`config.mk`:
```
export PLATFORM = sky130hd
export DESIGN_NAME = ipd_pq_parser
export DESIGN_NICKNAME = d
export VERILOG_FILES = /design/src/design/ipd_pq_pkg.sv /design/src/design/ipd_pq_parser.sv
export SDC_FILE = /design/constraint.sdc
export NUM_CORES = 1
export LEC_CHECK = 0
export BUFFER_PORTS_ARGS = -buffer_cell sky130_fd_sc_hd__buf_2
export CELL_PAD_IN_SITES_DETAIL_PLACEMENT = 1
export CELL_PAD_IN_SITES_GLOBAL_PLACEMENT = 2
export CORE_MARGIN = 4
export CORE_UTILIZATION = 28
export CTS_BUF_LIST = sky130_fd_sc_hd__clkbuf_2 sky130_fd_sc_hd__clkbuf_4 sky130_fd_sc_hd__clkbuf_8
export CTS_CLUSTER_SIZE = 25
export DETAILED_ROUTE_END_ITERATION = 7
export PLACE_DENSITY_LB_ADDON = 0.1
export SYNTH_ARGS = -nofsm -noshare
export SYNTH_HDL_FRONTEND = slang
export SYNTH_SLANG_ARGS = --single-unit
```
`constraint.sdc`:
```
create_clock -name i_clk -period 5.19 [get_ports i_clk]
set_input_delay 1.557 -clock i_clk [delete_from_list [all_inputs] [get_ports i_clk]]
set_output_delay 1.557 -clock i_clk [all_outputs]
set_load 0.02 [all_outputs]
```
`src/design/ipd_pq_pkg.sv`:
```
package ipd_pq_pkg;

    localparam int QUEUE_DEPTH_DEF = 8;
    localparam int DATA_DEPTH_DEF  = 256;

    // Framing characters
    localparam logic [7:0] C_PLUS  = 8'h2B;
    localparam logic [7:0] C_COMMA = 8'h2C;
    localparam logic [7:0] C_COLON = 8'h3A;
    localparam logic [7:0] C_ZERO  = 8'h30;
    localparam logic [3:0] DEC_BASE = 4'd10;

    // Request codes
    localparam logic [1:0] REQ_BYTE = 2'd0;
    localparam logic [1:0] REQ_READ = 2'd1;
    localparam logic [1:0] REQ_POP  = 2'd2;

    // Status codes
    localparam logic [1:0] ST_OK    = 2'd0;
    localparam logic [1:0] ST_DONE  = 2'd1;
    localparam logic [1:0] ST_DROP  = 2'd2;
    localparam logic [1:0] ST_EMPTY = 2'd3;

    typedef enum logic [2:0] {
        PH_START,
        PH_FIND_ID,
        PH_ID,
        PH_SIZE,
        PH_DATA
    } t_phase;

    typedef enum logic [1:0] {
        SQ_IDLE,
        SQ_RDATA,
        SQ_META,
        SQ_DONE
    } t_seq;

    typedef struct packed {
        logic [1:0] req_type;
        logic [7:0] rx_byte;
        logic [7:0] read_index;
    } t_req;

    typedef struct packed {
        logic [1:0]  status;
        logic [3:0]  queued_count;
        logic [15:0] head_conn_id;
        logic [15:0] head_size;
        logic [7:0]  head_header;
        logic [7:0]  head_byte;
    } t_rsp;

    typedef struct packed {
        logic [15:0] conn_id;
        logic [15:0] size;
        logic [7:0]  header;
    } t_meta;

    // Parser view of the byte being offered
    typedef struct packed {
        logic        data_en;   // byte is payload
        logic        done;      // byte completes the frame
        logic [15:0] pos;
        logic [15:0] conn_id;
        logic [15:0] size;
        logic [7:0]  header;
    } t_parse_evt;

    // acc*10 + (b - '0'), modulo 2^16
    function automatic logic [15:0] f_dec_step(input logic [15:0] acc, input logic [7:0] b);
        logic [15:0] prod;
        prod = acc * 16'(DEC_BASE);
        return prod + {8'h00, b} - {8'h00, C_ZERO};
    endfunction

endpackage

```
`src/design/ipd_pq_parser.sv`:
```
module ipd_pq_parser
    import ipd_pq_pkg::*;
(
    input  logic       i_clk,
    input  logic       i_rst_n,
    input  logic       i_en,
    input  logic [7:0] i_byte,
    output t_parse_evt o_evt
);

    t_phase      r_phase, n_phase;
    logic [15:0] r_id, n_id;
    logic [15:0] r_size, n_size;
    logic [15:0] r_pos, n_pos;
    logic [7:0]  r_hdr, n_hdr;
    logic [15:0] limit;
    logic        last;

    assign limit = (r_size == 16'd0) ? 16'd1 : r_size;
    assign last  = ({1'b0, r_pos} + 17'd1) >= {1'b0, limit};

    // next state
    always_comb begin
        n_phase = r_phase;
        n_id    = r_id;
        n_size  = r_size;
        n_pos   = r_pos;
        n_hdr   = r_hdr;
        if (i_en) begin
            unique case (r_phase)
                PH_FIND_ID: begin
                    if (i_byte == C_COMMA) begin
                        n_phase = PH_ID;
                        n_id    = 16'd0;
                    end
                end
                PH_ID: begin
                    if (i_byte == C_COMMA) begin
                        n_phase = PH_SIZE;
                        n_size  = 16'd0;
                    end else begin
                        n_id = f_dec_step(r_id, i_byte);
                    end
                end
                PH_SIZE: begin
                    if (i_byte == C_COLON) begin
                        n_phase = PH_DATA;
                        n_pos   = 16'd0;
                    end else begin
                        n_size = f_dec_step(r_size, i_byte);
                    end
                end
                PH_DATA: begin
                    n_pos = r_pos + 16'd1;
                    if (r_pos == 16'd0) begin
                        n_hdr = i_byte;
                    end
                    if (last) begin
                        n_phase = PH_START;
                    end
                end
                default: begin
                    n_phase = (i_byte == C_PLUS) ? PH_FIND_ID : PH_START;
                end
            endcase
        end
    end

    // outputs
    always_comb begin
        o_evt.data_en = (r_phase == PH_DATA);
        o_evt.done    = (r_phase == PH_DATA) && last;
        o_evt.pos     = r_pos;
        o_evt.conn_id = r_id;
        o_evt.size    = r_size;
        o_evt.header  = (r_pos == 16'd0) ? i_byte : r_hdr;
    end

    always_ff @(posedge i_clk) begin
        if (!i_rst_n) begin
            r_phase <= PH_START;
            r_id    <= 16'd0;
            r_size  <= 16'd0;
            r_pos   <= 16'd0;
        end else begin
            r_phase <= n_phase;
            r_id    <= n_id;
            r_size  <= n_size;
            r_pos   <= n_pos;
        end
    end

    always_ff @(posedge i_clk) begin
        r_hdr <= n_hdr;
    end

endmodule

```
==> results.md <==
Global route
* **M1 GR Usage** 20.47%
* **largest net degree at the start of global routing** 31
* **number of global-route vias before repair** 5,804
* **GRT met3 Usage** 2.490%
* **global routing's busiest layer** met2
* **fraction of met2 tracks used by global routing** 28.99%
* **overflow left after global routing** 0
* **first-pass GRT wire length** 31.22 mm
* **antenna violations before repair** 0
* **global router's overall resource usage** 16.24%

Detailed routing
* **via count of the routed design** 5,410
* **routed wire length per instance** 17.85 microns
* **post-route DRC violation count** 0
* **residual antenna-violating net count after detailed routing** 0
* **drt via density** 5.042
* **iteration-0 DRC count of the detailed router** 178
* **detailed-route wire length** 19.15 mm
* **count of TritonRoute iterations in the first routing pass** 4

Synthesis
* **Warnings, synthesis** 0
* **Netlist Area Pre-Place** 0.006036 sq mm
* **number of standard cells after synthesis** 730
* **Top FF cell, synth** sky130_fd_sc_hd__dfxtp_1
* **Mapped Avg Cell Area** 8.268 sq um
* **register area share after synthesis** 20.90%
* **number of flops mapped to enable cells by yosys** 8
* **number of register bits inferred by synthesis** 59
* **share of flip-flops with an asynchronous set or reset** 0%
* **post-synthesis cell type count** 71
* **Syn Nets** 849

Placed design
* **DP Worst Slack** 0.5098 ns
* **quantity of I/O buffers inserted on ports** 68
* **number of placed cells counting well taps** 1,057
* **routability-driven placement congestion ratio** 0.7888
* **post-detail-place hpwl** 15.41 mm

Floorplan
* **vertical extent of the die** 154.8 microns
* **starting density of the core** 28.62%
* **cell row count** 53
* **boundary pin count** 69
* **width of the die** 154.8 microns
* **DIE AREA** 0.02397 sq mm
* **Floorplan Core Area** 0.02109 sq mm

Power
* **worst vdd ir** 0.0001319 V
* **leakage power** 3.261 nW
* **power density normalized to cell area** 165.7 mW/mm^2

Final layout
* **final standard cell count with taps included and fillers excluded** 1,073
* **final-layout fill cell count** 2,560
* **synthesis-to-layout area growth** 14.68%
* **nets@finish** 912
* **n_diodes** 0
* **share of post-route cells with drive strength above 1** 14.54%

Setup path
* **dominant cell type by count on the critical path** sky130_fd_sc_hd__ha_1
* **CP Capture Type** output port
* **arrival time of the worst setup path** 3.28 ns
* **worst r2r path cells** 18
* **Buffers & Inverters on Critical Path** 1
* **Setup crit start kind** flop
* **slowest stage delay, CP** 0.47 ns
* **required time of the critical path** 3.63 ns
* **Stages on worst setup path** 11
* **critical path type** flop to output port
* **critical path cell sequence** ha_1 -> nand3_1 -> nor3_2 -> and3_1 -> xor2_1 -> ha_1 -> a211o_1 -> a21oi_1 -> nor3b_1 -> o21a_1 -> buf_2
* **family with the most delay on the worst path** simple AND/OR/NAND/NOR gates
* **maximum fanout along the worst path** 8
* **Critical Path Slowest Stage Cell** sky130_fd_sc_hd__dfxtp_1

CTS
* **number of buffers inserted by post-CTS setup repair** 0
* **TritonCTS clock tree** yes
* **number of buffers inserted for hold repair after clock tree synthesis** 0
* **CTS Root Buffer Type** sky130_fd_sc_hd__clkbuf_8
* **latest clock arrival within the worst-skew pair** 0.36 ns
* **Max Buffers Root-to-Sink** 2
* **number of buffers created by CTS** 9
* **post-cts sizing count** 0
* **number of sinks handled by clock tree synthesis** 59
* **CTS HTree Levels** 3
* **clock slew at reported path FFs** 0.07 ns

Worst hold path
* **Min-Delay Path Class** flop to flop
* **cell depth of the worst min-delay path** 2

Timing
* **Worst Tran Pin Value** 0.7334 ns
* **hold slack final** 0.4745 ns
* **post-route minimum period** 4.842 ns
* **smallest setup slack after layout** 0.3484 ns
* **worst relative slew slack** 50.96%
* **final setup violation count** 0
* **final hold vios** 0
* **clock skew** 0.01887 ns
* **period utilization** 93.29%
* **sum of negative setup slack** 0 ns
* **maximum clock frequency** 0.2065 GHz
* **RSZ-0062 raised after global routing** no
* **count of final max-slew check failures** 0

Status
* **run status** finished, final reports clean

Job
* **max cap viols** 0

-- cells in the mapped netlist, drive strengths merged (18+ instances only) --
library cell	number	area, sq um
a21o	25	190.2
a21oi	47	235.2
dfxtp	51	1021
ha	104	1301
inv	60	225.2
nand2	63	236.5
nand3	19	95.09
nor2	26	100.1
nor2b	41	264.0
nor3	19	100.1
o21ai	43	215.2
xnor2	32	280.3
xor2	18	165.2
-- worst register-to-register path: cells and delay by family (launching register included) --
kind | cells | cell delay, ns
AND/OR/NAND/NOR | 4 | 0.75
adder cells (fa/ha/maj) | 4 | 1.23
AO/OA/AOI/OAI | 8 | 1.85
XOR/XNOR | 2 | 0.33
flip-flops | 1 | 0.45
-- through the flow --
stage	power, mW	instance area, sq um	utilization (%)
floorplan	0.5441	6036	-
CTS	1.167	6919	32.81
finish	1.147	6922	32.82
global route	1.193	6922	32.82
detailed placement	0.5748	6660	31.58
global placement	0.5748	6660	31.58
-- flip-flops by register name (all words and copies together), names as in the netlist --
register and count:
r_id 16, r_hdr 8, r_size 16, r_phase 3, r_pos 16
-- layout by cell type (no fill, tap or decap), drive strengths merged, types with 9 or more instances in the layout --
cell type    n
and2         9
nor2b       41
nor3        19
nand2       63
xor2        18
dfxtp       51
buf         75
a21oi       47
nor2        26
clkbuf      10
a211oi      15
inv         60
xnor2       32
nand3       19
a21o        25
o21a        11
a22oi       16
ha         104
o21ai       43
-- worst paths after layout --
| path | slack [ns] | to | startpoint |
|---|---|---|---|
| hold reg to reg | 0.47 | r_id[15] | r_id[15] |
| setup reg to reg | 0.51 | r_size[15] | r_size[1] |
| setup / recovery | 0.35 | o_evt[56] | r_pos[0] |
| hold / removal | 0.47 | r_id[15] | r_id[15] |
-- per-layer routing --
layer,vias to the layer above,wire [microns]
met5,-,0
met4,0,247
met3,17,398
met2,52,9594
met1,2597,8911
li1,2744,-
-- area by class of cell --
type	instances	area, sq um	share of cell area (%)
Tap cell	275	344.1	4.971
Inverter	60	225.2	3.254
Timing Repair Buffer	75	392.9	5.676
Clock inverter	6	127.6	1.844
Clock buffer	10	131.4	1.898
Multi-Input combinational cell	588	4439	64.14
Sequential cell	59	1261	18.22
-- cells by family (layout without fill, tap and decap cells) --
logic type | Yosys count | count (layout) | share of synthesized area [%]
compound gates | 194 | 194 | 21.46
xor+xnor | 51 | 51 | 7.774
mux | 5 | 5 | 0.9121
simple gates | 229 | 229 | 20.32
buf+inv | 83 | 151 | 5.597
fa+ha+maj | 109 | 109 | 23.05
flops | 59 | 59 | 20.90
-- power breakdown --
group,switching (mW),total (mW),internal [mW]
clock network,0.214,0.584,0.370
registers,0.0000380,0.462,0.462
logic,0.0590,0.101,0.0420
total,0.273,1.15,0.874
No activity file was read; power rests on OpenSTA's default activity.
